File: src/design/fpa_pkg.sv
package fpa_pkg;

  localparam int NUM_PARTITIONS = 16;
  localparam int IDX_W = $clog2(NUM_PARTITIONS);
  localparam int CNT_W = $clog2(NUM_PARTITIONS + 1);

  localparam int CMD_W   = 2;
  localparam int PIDX_W  = 4;
  localparam int SIZE_W  = 16;
  localparam int BASE_W  = 20;
  localparam int JOB_W   = 8;
  localparam int STAT_W  = 2;
  localparam int GIDX_W  = 4;
  localparam int FREED_W = 5;
  localparam int PCNT_W  = 5;

  localparam logic [CMD_W-1:0] CMD_LOAD  = 2'd0;
  localparam logic [CMD_W-1:0] CMD_ALLOC = 2'd1;
  localparam logic [CMD_W-1:0] CMD_REL   = 2'd2;

  localparam logic [STAT_W-1:0] ST_OK     = 2'd0;
  localparam logic [STAT_W-1:0] ST_NOFIT  = 2'd1;
  localparam logic [STAT_W-1:0] ST_NOTFND = 2'd2;
  localparam logic [STAT_W-1:0] ST_BAD    = 2'd3;

  localparam logic [JOB_W-1:0] JOB_FREE = '0;

  typedef struct packed {
    logic [SIZE_W-1:0] size;
    logic [BASE_W-1:0] base;
  } geom_t;

  typedef struct packed {
    logic [IDX_W-1:0] rd_addr;
    logic             ld_we;
    logic [IDX_W-1:0] ld_addr;
    geom_t            ld_data;
    logic             own_we;
    logic [IDX_W-1:0] own_addr;
    logic [JOB_W-1:0] own_data;
  } tbl_req_t;

  typedef struct packed {
    geom_t            geom;
    logic [JOB_W-1:0] owner;
  } tbl_rsp_t;

  typedef struct packed {
    logic [STAT_W-1:0]  status;
    logic [GIDX_W-1:0]  granted_index;
    logic [BASE_W-1:0]  granted_base;
    logic [FREED_W-1:0] freed_count;
  } res_t;

endpackage

File: src/design/fpa_table.sv
module fpa_table import fpa_pkg::*; (
  input  logic     clk,
  input  logic     rst_n,
  input  tbl_req_t req,
  output tbl_rsp_t rsp
);

  geom_t                     geom_mem_r [NUM_PARTITIONS];
  logic [JOB_W-1:0]          own_mem_r  [NUM_PARTITIONS];
  logic [NUM_PARTITIONS-1:0] own_vld_r;
  logic [NUM_PARTITIONS-1:0] own_vld_nxt;
  geom_t                     geom_q_r;
  logic [JOB_W-1:0]          own_q_r;
  logic                      vld_q_r;

  // geometry and owner memories, registered read
  always_ff @(posedge clk) begin
    if (req.ld_we) begin
      geom_mem_r[req.ld_addr] <= req.ld_data;
    end
    if (req.own_we) begin
      own_mem_r[req.own_addr] <= req.own_data;
    end
    geom_q_r <= geom_mem_r[req.rd_addr];
    own_q_r  <= own_mem_r[req.rd_addr];
  end

  // owner entries not yet written read as free
  always_comb begin
    own_vld_nxt = own_vld_r;
    if (req.own_we) begin
      own_vld_nxt[req.own_addr] = 1'b1;
    end
  end

  always_ff @(posedge clk) begin
    if (!rst_n) begin
      own_vld_r <= '0;
      vld_q_r   <= 1'b0;
    end else begin
      own_vld_r <= own_vld_nxt;
      vld_q_r   <= own_vld_r[req.rd_addr];
    end
  end

  assign rsp.geom  = geom_q_r;
  assign rsp.owner = vld_q_r ? own_q_r : JOB_FREE;

endmodule

File: src/design/fpa_scan.sv
module fpa_scan import fpa_pkg::*; (
  input  logic              clk,
  input  logic              rst_n,
  input  logic              in_valid,
  output logic              in_stall,
  input  logic [CMD_W-1:0]  in_cmd,
  input  logic [PIDX_W-1:0] in_part_index,
  input  logic [SIZE_W-1:0] in_part_size,
  input  logic [BASE_W-1:0] in_part_base,
  input  logic [JOB_W-1:0]  in_job_id,
  input  logic [SIZE_W-1:0] in_job_size,
  input  logic [PCNT_W-1:0] part_count,
  output tbl_req_t          tbl_req,
  input  tbl_rsp_t          tbl_rsp,
  output logic              res_valid,
  input  logic              res_take,
  output res_t              res
);

  typedef enum logic [2:0] {
    S_IDLE = 3'b001,
    S_SCAN = 3'b010,
    S_RESP = 3'b100
  } state_t;

  state_t             state_r, state_nxt;
  logic [CMD_W-1:0]   cmd_r, cmd_nxt;
  logic [JOB_W-1:0]   job_r, job_nxt;
  logic [SIZE_W-1:0]  jsize_r, jsize_nxt;
  logic [CNT_W-1:0]   lim_r, lim_nxt;
  logic [IDX_W-1:0]   ptr_r, ptr_nxt;
  logic [FREED_W-1:0] freed_r, freed_nxt;
  res_t               res_r, res_nxt;

  logic [CNT_W-1:0]   lim_in;
  logic               accept;
  logic               last;
  logic               fit;
  logic               match;
  logic [FREED_W-1:0] freed_sum;

  assign accept   = in_valid && (state_r == S_IDLE);
  assign in_stall = (state_r != S_IDLE);

  always_comb begin
    if (part_count > PCNT_W'(NUM_PARTITIONS)) begin
      lim_in = CNT_W'(NUM_PARTITIONS);
    end else begin
      lim_in = CNT_W'(part_count);
    end
  end

  // data for entry ptr_r is on the read port while entry ptr_r+1 is being read
  assign last      = (CNT_W'(ptr_r) + CNT_W'(1)) == lim_r;
  assign fit       = (tbl_rsp.owner == JOB_FREE) && (tbl_rsp.geom.size >= jsize_r);
  assign match     = (tbl_rsp.owner == job_r);
  assign freed_sum = freed_r + FREED_W'(match);

  always_comb begin
    state_nxt = state_r;
    cmd_nxt   = cmd_r;
    job_nxt   = job_r;
    jsize_nxt = jsize_r;
    lim_nxt   = lim_r;
    ptr_nxt   = ptr_r;
    freed_nxt = freed_r;
    res_nxt   = res_r;

    tbl_req              = '0;
    tbl_req.ld_addr      = IDX_W'(in_part_index);
    tbl_req.ld_data.size = in_part_size;
    tbl_req.ld_data.base = in_part_base;
    tbl_req.own_addr     = ptr_r;
    tbl_req.rd_addr      = (state_r == S_SCAN) ? ptr_r + IDX_W'(1) : '0;

    case (state_r)
      S_IDLE: begin
        if (accept) begin
          cmd_nxt   = in_cmd;
          job_nxt   = in_job_id;
          jsize_nxt = in_job_size;
          lim_nxt   = lim_in;
          ptr_nxt   = '0;
          freed_nxt = '0;
          res_nxt   = '0;
          state_nxt = S_RESP;
          case (in_cmd)
            CMD_LOAD: begin
              if (32'(in_part_index) < NUM_PARTITIONS) begin
                tbl_req.ld_we    = 1'b1;
                tbl_req.own_we   = 1'b1;
                tbl_req.own_addr = IDX_W'(in_part_index);
                tbl_req.own_data = JOB_FREE;
              end else begin
                res_nxt.status = ST_BAD;
              end
            end
            CMD_ALLOC, CMD_REL: begin
              if (in_job_id == JOB_FREE) begin
                res_nxt.status = ST_BAD;
              end else if (lim_in == '0) begin
                res_nxt.status = (in_cmd == CMD_ALLOC) ? ST_NOFIT : ST_NOTFND;
              end else begin
                state_nxt = S_SCAN;
              end
            end
            default: begin
              res_nxt.status = ST_BAD;
            end
          endcase
        end
      end
      S_SCAN: begin
        ptr_nxt = ptr_r + IDX_W'(1);
        if (cmd_r == CMD_ALLOC) begin
          if (fit) begin
            tbl_req.own_we        = 1'b1;
            tbl_req.own_data      = job_r;
            res_nxt.status        = ST_OK;
            res_nxt.granted_index = GIDX_W'(ptr_r);
            res_nxt.granted_base  = tbl_rsp.geom.base;
            state_nxt             = S_RESP;
          end else if (last) begin
            res_nxt.status = ST_NOFIT;
            state_nxt      = S_RESP;
          end
        end else begin
          tbl_req.own_we   = match;
          tbl_req.own_data = JOB_FREE;
          freed_nxt        = freed_sum;
          if (last) begin
            res_nxt.freed_count = freed_sum;
            res_nxt.status      = (freed_sum == '0) ? ST_NOTFND : ST_OK;
            state_nxt           = S_RESP;
          end
        end
      end
      S_RESP: begin
        if (res_take) begin
          state_nxt = S_IDLE;
        end
      end
      default: begin
        state_nxt = S_IDLE;
      end
    endcase
  end

  always_ff @(posedge clk) begin
    if (!rst_n) begin
      state_r <= S_IDLE;
    end else begin
      state_r <= state_nxt;
    end
  end

  always_ff @(posedge clk) begin
    cmd_r   <= cmd_nxt;
    job_r   <= job_nxt;
    jsize_r <= jsize_nxt;
    lim_r   <= lim_nxt;
    ptr_r   <= ptr_nxt;
    freed_r <= freed_nxt;
    res_r   <= res_nxt;
  end

  assign res_valid = (state_r == S_RESP);
  assign res       = res_r;

`ifndef ASSERT_OFF
  a_resp_hold: assert property (@(posedge clk) disable iff (!rst_n)
    (state_r == S_RESP) && !res_take |=> (state_r == S_RESP) && $stable(res_r))
    else $error("result changed before it was taken");

  a_own_we_state: assert property (@(posedge clk) disable iff (!rst_n)
    tbl_req.own_we |-> (state_r == S_IDLE) || (state_r == S_SCAN))
    else $error("owner write outside load or scan");

  a_ptr_range: assert property (@(posedge clk) disable iff (!rst_n)
    (state_r == S_SCAN) |-> (CNT_W'(ptr_r) < lim_r))
    else $error("scan pointer beyond partition count");

  a_freed_range: assert property (@(posedge clk) disable iff (!rst_n)
    (state_r == S_RESP) && (cmd_r == CMD_REL) |-> (CNT_W'(res_r.freed_count) <= lim_r))
    else $error("freed count exceeds scanned partitions");
`endif

endmodule

File: src/design/fixed_partition_first_fit_allocator.sv
// channel  direction  handshake              payload
// in       input      in_valid / in_stall    cmd, part_index, part_size, part_base,
//                                            job_id, job_size
// out      output     out_valid / out_stall  status, granted_index, granted_base,
//                                            freed_count
// cfg      input      cfg_we                 cfg_wdata = partition_count
//
// load and rejected items go from idle straight to the result state; allocate and
// release scan n entries, n up to partition_count capped at 16, with one
// owner-table read per cycle.
// one item is in work at a time; the output register lets the next item in
// while a result waits on out_stall.
// reset clears partition_count and the owner valid flags at once, no clearing pass.
module fixed_partition_first_fit_allocator import fpa_pkg::*; (
  input  logic               clk,
  input  logic               rst_n,
  input  logic               in_valid,
  output logic               in_stall,
  input  logic [CMD_W-1:0]   in_cmd,
  input  logic [PIDX_W-1:0]  in_part_index,
  input  logic [SIZE_W-1:0]  in_part_size,
  input  logic [BASE_W-1:0]  in_part_base,
  input  logic [JOB_W-1:0]   in_job_id,
  input  logic [SIZE_W-1:0]  in_job_size,
  output logic               out_valid,
  input  logic               out_stall,
  output logic [STAT_W-1:0]  out_status,
  output logic [GIDX_W-1:0]  out_granted_index,
  output logic [BASE_W-1:0]  out_granted_base,
  output logic [FREED_W-1:0] out_freed_count,
  input  logic               cfg_we,
  input  logic [PCNT_W-1:0]  cfg_wdata
);

  logic [PCNT_W-1:0] part_count_r;
  logic              out_valid_r;
  res_t              out_res_r;
  tbl_req_t          tbl_req;
  tbl_rsp_t          tbl_rsp;
  logic              res_valid;
  logic              res_take;
  res_t              res;

  always_ff @(posedge clk) begin
    if (!rst_n) begin
      part_count_r <= '0;
    end else if (cfg_we) begin
      part_count_r <= cfg_wdata;
    end
  end

  fpa_table u_table (
    .clk   (clk),
    .rst_n (rst_n),
    .req   (tbl_req),
    .rsp   (tbl_rsp)
  );

  fpa_scan u_scan (
    .clk           (clk),
    .rst_n         (rst_n),
    .in_valid      (in_valid),
    .in_stall      (in_stall),
    .in_cmd        (in_cmd),
    .in_part_index (in_part_index),
    .in_part_size  (in_part_size),
    .in_part_base  (in_part_base),
    .in_job_id     (in_job_id),
    .in_job_size   (in_job_size),
    .part_count    (part_count_r),
    .tbl_req       (tbl_req),
    .tbl_rsp       (tbl_rsp),
    .res_valid     (res_valid),
    .res_take      (res_take),
    .res           (res)
  );

  // output beat register
  assign res_take = res_valid && (!out_valid_r || !out_stall);

  always_ff @(posedge clk) begin
    if (!rst_n) begin
      out_valid_r <= 1'b0;
    end else if (res_take) begin
      out_valid_r <= 1'b1;
    end else if (!out_stall) begin
      out_valid_r <= 1'b0;
    end
  end

  always_ff @(posedge clk) begin
    if (res_take) begin
      out_res_r <= res;
    end
  end

  assign out_valid         = out_valid_r;
  assign out_status        = out_res_r.status;
  assign out_granted_index = out_res_r.granted_index;
  assign out_granted_base  = out_res_r.granted_base;
  assign out_freed_count   = out_res_r.freed_count;

endmodule

File: config.mk
export PLATFORM = sky130hd
export DESIGN_NAME = fixed_partition_first_fit_allocator
export DESIGN_NICKNAME = d
export VERILOG_FILES = /design/src/design/fpa_pkg.sv /design/src/design/fpa_table.sv /design/src/design/fpa_scan.sv /design/src/design/fixed_partition_first_fit_allocator.sv
export SDC_FILE = /design/constraint.sdc
export NUM_CORES = 1
export LEC_CHECK = 0
export BUFFER_PORTS_ARGS = -buffer_cell sky130_fd_sc_hd__buf_2
export CORE_MARGIN = 2
export CORE_UTILIZATION = 58
export CTS_BUF_LIST = sky130_fd_sc_hd__clkbuf_8
export CTS_CLUSTER_SIZE = 28
export DETAILED_ROUTE_END_ITERATION = 10
export PLACE_DENSITY = 0.78
export SLEW_MARGIN = 20
export SYNTH_ARGS = -nofsm -noshare
export SYNTH_HDL_FRONTEND = slang
export SYNTH_HIERARCHICAL = 1
export SYNTH_SLANG_ARGS = --single-unit
File: constraint.sdc
create_clock -name clk -period 5.4 [get_ports clk]
set_input_delay 0.81 -clock clk [delete_from_list [all_inputs] [get_ports clk]]
set_output_delay 0.81 -clock clk [all_outputs]
set_load 0.05 [all_outputs]
==> results.tsv <==
stage	metric	value	unit
status	status	finished clean	
worst_setup_path	r2r-start	u_scan/state_r[1]	
synthesis	synthCells	1587	
finish	fillers	3511	
clock_tree	path_clk_slew	70	ps
worst_setup_path	cp-end-kind	register	
worst_setup_path	cp_slowest_cell	buf_4	
clock_tree	cts.sinks	876	
clock_tree	worstSkewPairLatency	780	ps
floorplan	start_util	58.64	%
placed_design	portBuffers	108	
worst_hold_path	holdCritPathClass	in -> reg	
sta	final.setup.tns	0	ps
sta	relSlewSlack	31.62	%
synthesis	avgSynthCellArea	20.84	µm²
synthesis	synthTopCellsByArea	edfxtp_1, mux4_2, dfxtp_1	
finish	seq_area	0.02560	mm²
sta	fmax	257.5	MHz
synthesis	synth.most_common_cell	edfxtp_1	
global_routing	grt_pass1_vias	16490	
global_routing	grt_first_pass_wirelength	102.1	mm
route	drtAntennaViolNets	0	
route	drt_drc_violations_left	0	
floorplan	placementRows	87	
finish	layout.nets	1866	
worst_setup_path	required	5790	ps
route	wl_per_cell	25.79	µm
clock_tree	clock-root-buffer	clkbuf_8	
placed_design	dpl.hpwl	40.90	mm
floorplan	coreArea	0.05639	mm²
placed_design	placed_cell_area	0.03453	mm²
worst_setup_path	start_kind	register	
synthesis	yosys_warnings	6	
synthesis	synthFlopType	edfxtp_1	
worst_hold_path	min_path_cells	1	
synthesis	synth_edf_count	806	
route	drtPass1Iterations	6	
clock_tree	cts_buffers	135	
synthesis	ys_seq_area_share	77.44	%
power_and_ir_drop	p_per_area	372.9	mW/mm²
floorplan	die_height	242.8	µm
sta	setup_viol	0	
synthesis	synth.distinct_cells	59	
worst_setup_path	path_class	reg -> reg	
clock_tree	cts_max_path_buffers	3	
route	wl	67.88	mm
sta	clock-skew-final	39.73	ps
worst_setup_path	rrSetupSlack	1520	ps
worst_setup_path	r2r-end	u_table/geom_mem_r[4][11]	
synthesis	yosys.area.top_type	edfxtp_1	
global_routing	grt_usage	23.69	%
worst_setup_path	critPathTopFamily	simple AND/OR/NAND/NOR gates	
global_routing	overflow	0	
finish	multiInputGateArea	0.006939	mm²
finish	area_growth	12.28	%
clock_tree	cts_hold_buf	0	
global_routing	antenna_found_initial	9	
synthesis	netlist_top_cells_count	edfxtp_1, mux4_2, a22oi_1	
synthesis	netlist_area	0.03307	mm²
finish	fin_area	0.03712	mm²
global_routing	grt_max_degree	65	
worst_hold_path	holdPathEnd	u_scan/jsize_r[15]	
flow_run	drv_cap	0	
clock_tree	cts_setup_buffers	0	
route	vias	16010	
sta	period_share	71.92	%
route	drt_iter0_markers	1662	
floorplan	die_area	0.05893	mm²
sta	worst_pin_slew	1026	ps
synthesis	synthesis.nets	1684	
clock_tree	h-tree-depth	4	
worst_setup_path	reg2regPathDepth	10	
finish	drive_above_1_share	29.11	%
placed_design	gp_congestion	0.8230	
clock_tree	cts_tree	built	
synthesis	synth_seq_cells	876	
clock_tree	post_cts_resized	0	
sta	final_hold_viol_count	0	
sta	grt_setup_unrepaired	no	
floorplan	chipWidth	242.8	µm
worst_setup_path	path_cells	nor2_1, and2_1, nand2_1, inv_1, buf_4, nand2_1, inv_1, nand3b_1, nor3_2, buf_4	
synthesis	yosys.area.top_type_share	73.20	%
synthesis	async_reset_ff_share	0	%
power_and_ir_drop	power_leakage	12.45	nW
sta	min_period	3884	ps
route	viasPerCell	6.083	
worst_hold_path	holdCritStartpoint	in_job_size[15]	
worst_setup_path	arrival	4270	ps
worst_setup_path	critPathBufInv	4	
power_and_ir_drop	irDropWorstVdd	0.2668	mV
floorplan	top_level_ports	109	
worst_setup_path	crit_fanout	32	
worst_setup_path	cpPeakStageDelay	620	ps
sta	slew_viol_final	0	
## flip-flops by register name, indices dropped and copies added, names as in the netlist, 2 cells and up
| name | cells |
|---|---|
| out_freed_count | 5 |
| out_status | 2 |
| part_count_r | 5 |
| out_granted_base | 20 |
| u_scan/ptr_r | 4 |
| u_scan/cmd_r | 2 |
| u_table/own_mem_r | 128 |
| u_scan/freed_r | 5 |
| u_scan/job_r | 8 |
| u_scan/jsize_r | 16 |
| u_table/own_q_r | 8 |
| u_scan/lim_r | 5 |
| u_scan/res | 31 |
| u_table/rsp | 36 |
| out_granted_index | 4 |
| u_table/geom_mem_r | 576 |
| u_scan/state_r | 3 |
| u_table/own_vld_r | 16 |
## cell families after synthesis
group / Yosys count / share of synthesized area (%)
AO/OA/AOI/OAI: 139 / 3.258
flip-flops: 876 / 77.44
AND/OR/NAND/NOR: 212 / 3.345
buffers and inverters: 130 / 2.108
adder cells (fa/ha/maj): 21 / 0.7946
XOR/XNOR: 18 / 0.5222
multiplexers: 191 / 12.54
## cell usage in the layout, fill, tap and decap left out, types with 5 or more instances in the layout
cell / synthesis / layout
nor2_1: 40 / 26
dfxtp_1: 70 / 70
o21a_1: 16 / 16
nor3_1: 12 / 7
clkbuf_8: 0 / 147
mux2_2: 5 / 5
nand3_1: 8 / 8
nor2b_1: 14 / 12
clkinvlp_4: 0 / 7
inv_1: 22 / 75
nor2_4: 0 / 14
buf_2: 14 / 108
ha_1: 21 / 21
and2_1: 45 / 43
nand2b_1: 8 / 8
xnor2_1: 11 / 11
a21oi_1: 9 / 9
mux2i_1: 8 / 8
xor2_1: 6 / 6
nand2_1: 58 / 58
mux4_2: 178 / 178
edfxtp_1: 806 / 806
nand3b_1: 6 / 6
clkinv_1: 0 / 14
buf_4: 49 / 36
clkinv_2: 0 / 12
a22oi_1: 88 / 88
buf_12: 0 / 7
## per-layer routing
layer	share of wire (%)	global-route usage, %
met3	10	6.369
met1	39	32.21
met4	2.2	8.282
met5	0.034	0
met2	49	37.62
## through the flow
stage | instances | utilization (%) | total power [mW] | hold slack [ps] | setup slack (ps)
CTS | 2626 | 65.74 | 13.95 | 172.6 | 1567
detailed placement | 2386 | 61.24 | 8.855 | 405.4 | 1314
finish | 2632 | 65.84 | 13.84 | 233.5 | 1516
global placement | 2384 | 61.15 | 8.812 | 400.6 | 1396
global route | 2629 | 65.83 | 14.32 | 202.5 | 1346
floorplan | 1587 | - | 8.542 | 400.3 | 273.2
## power breakdown
part / switching, mW / internal, mW / leakage, nW
clock network: 2.43 / 2.70 / 1.48
registers: 0.0973 / 7.69 / 8.13
logic: 0.622 / 0.309 / 2.84
total: 3.15 / 10.7 / 12.4
## worst reg2reg max path: stages (launching register included)
cell      delay [ps]
dfxtp_1          330
nor2_1           100
and2_1           200
nand2_1          170
inv_1            110
buf_4            410
nand2_1          290
inv_1            300
nand3b_1         360
nor3_2           560
buf_4            620
## worst max-delay path by stage
stage | start | endpoint | cells after the start
2_1_floorplan | in_valid | u_table/geom_mem_r[12][0] | 6
3_3_place_gp | in_valid | u_table/geom_mem_r[3][16] | 8
3_5_place_dp | in_valid | u_table/geom_mem_r[2][24] | 9
4_1_cts | u_scan/state_r[1] | u_table/geom_mem_r[5][9] | 10
5_1_grt | u_scan/state_r[0] | u_table/geom_mem_r[2][25] | 9
6_report | u_scan/state_r[1] | u_table/geom_mem_r[4][11] | 10
## cell type report
cell class,instances,area share (%)
sequential,876,68.97
clock buffer,147,5.450
multi-input combinational,581,18.69
antenna,4,0.02696
clock inverter,93,1.382
inverter,22,0.2224
timing repair buffer,153,2.710
tap,756,2.548
Note: power is estimated with default switching activity, not from simulation.
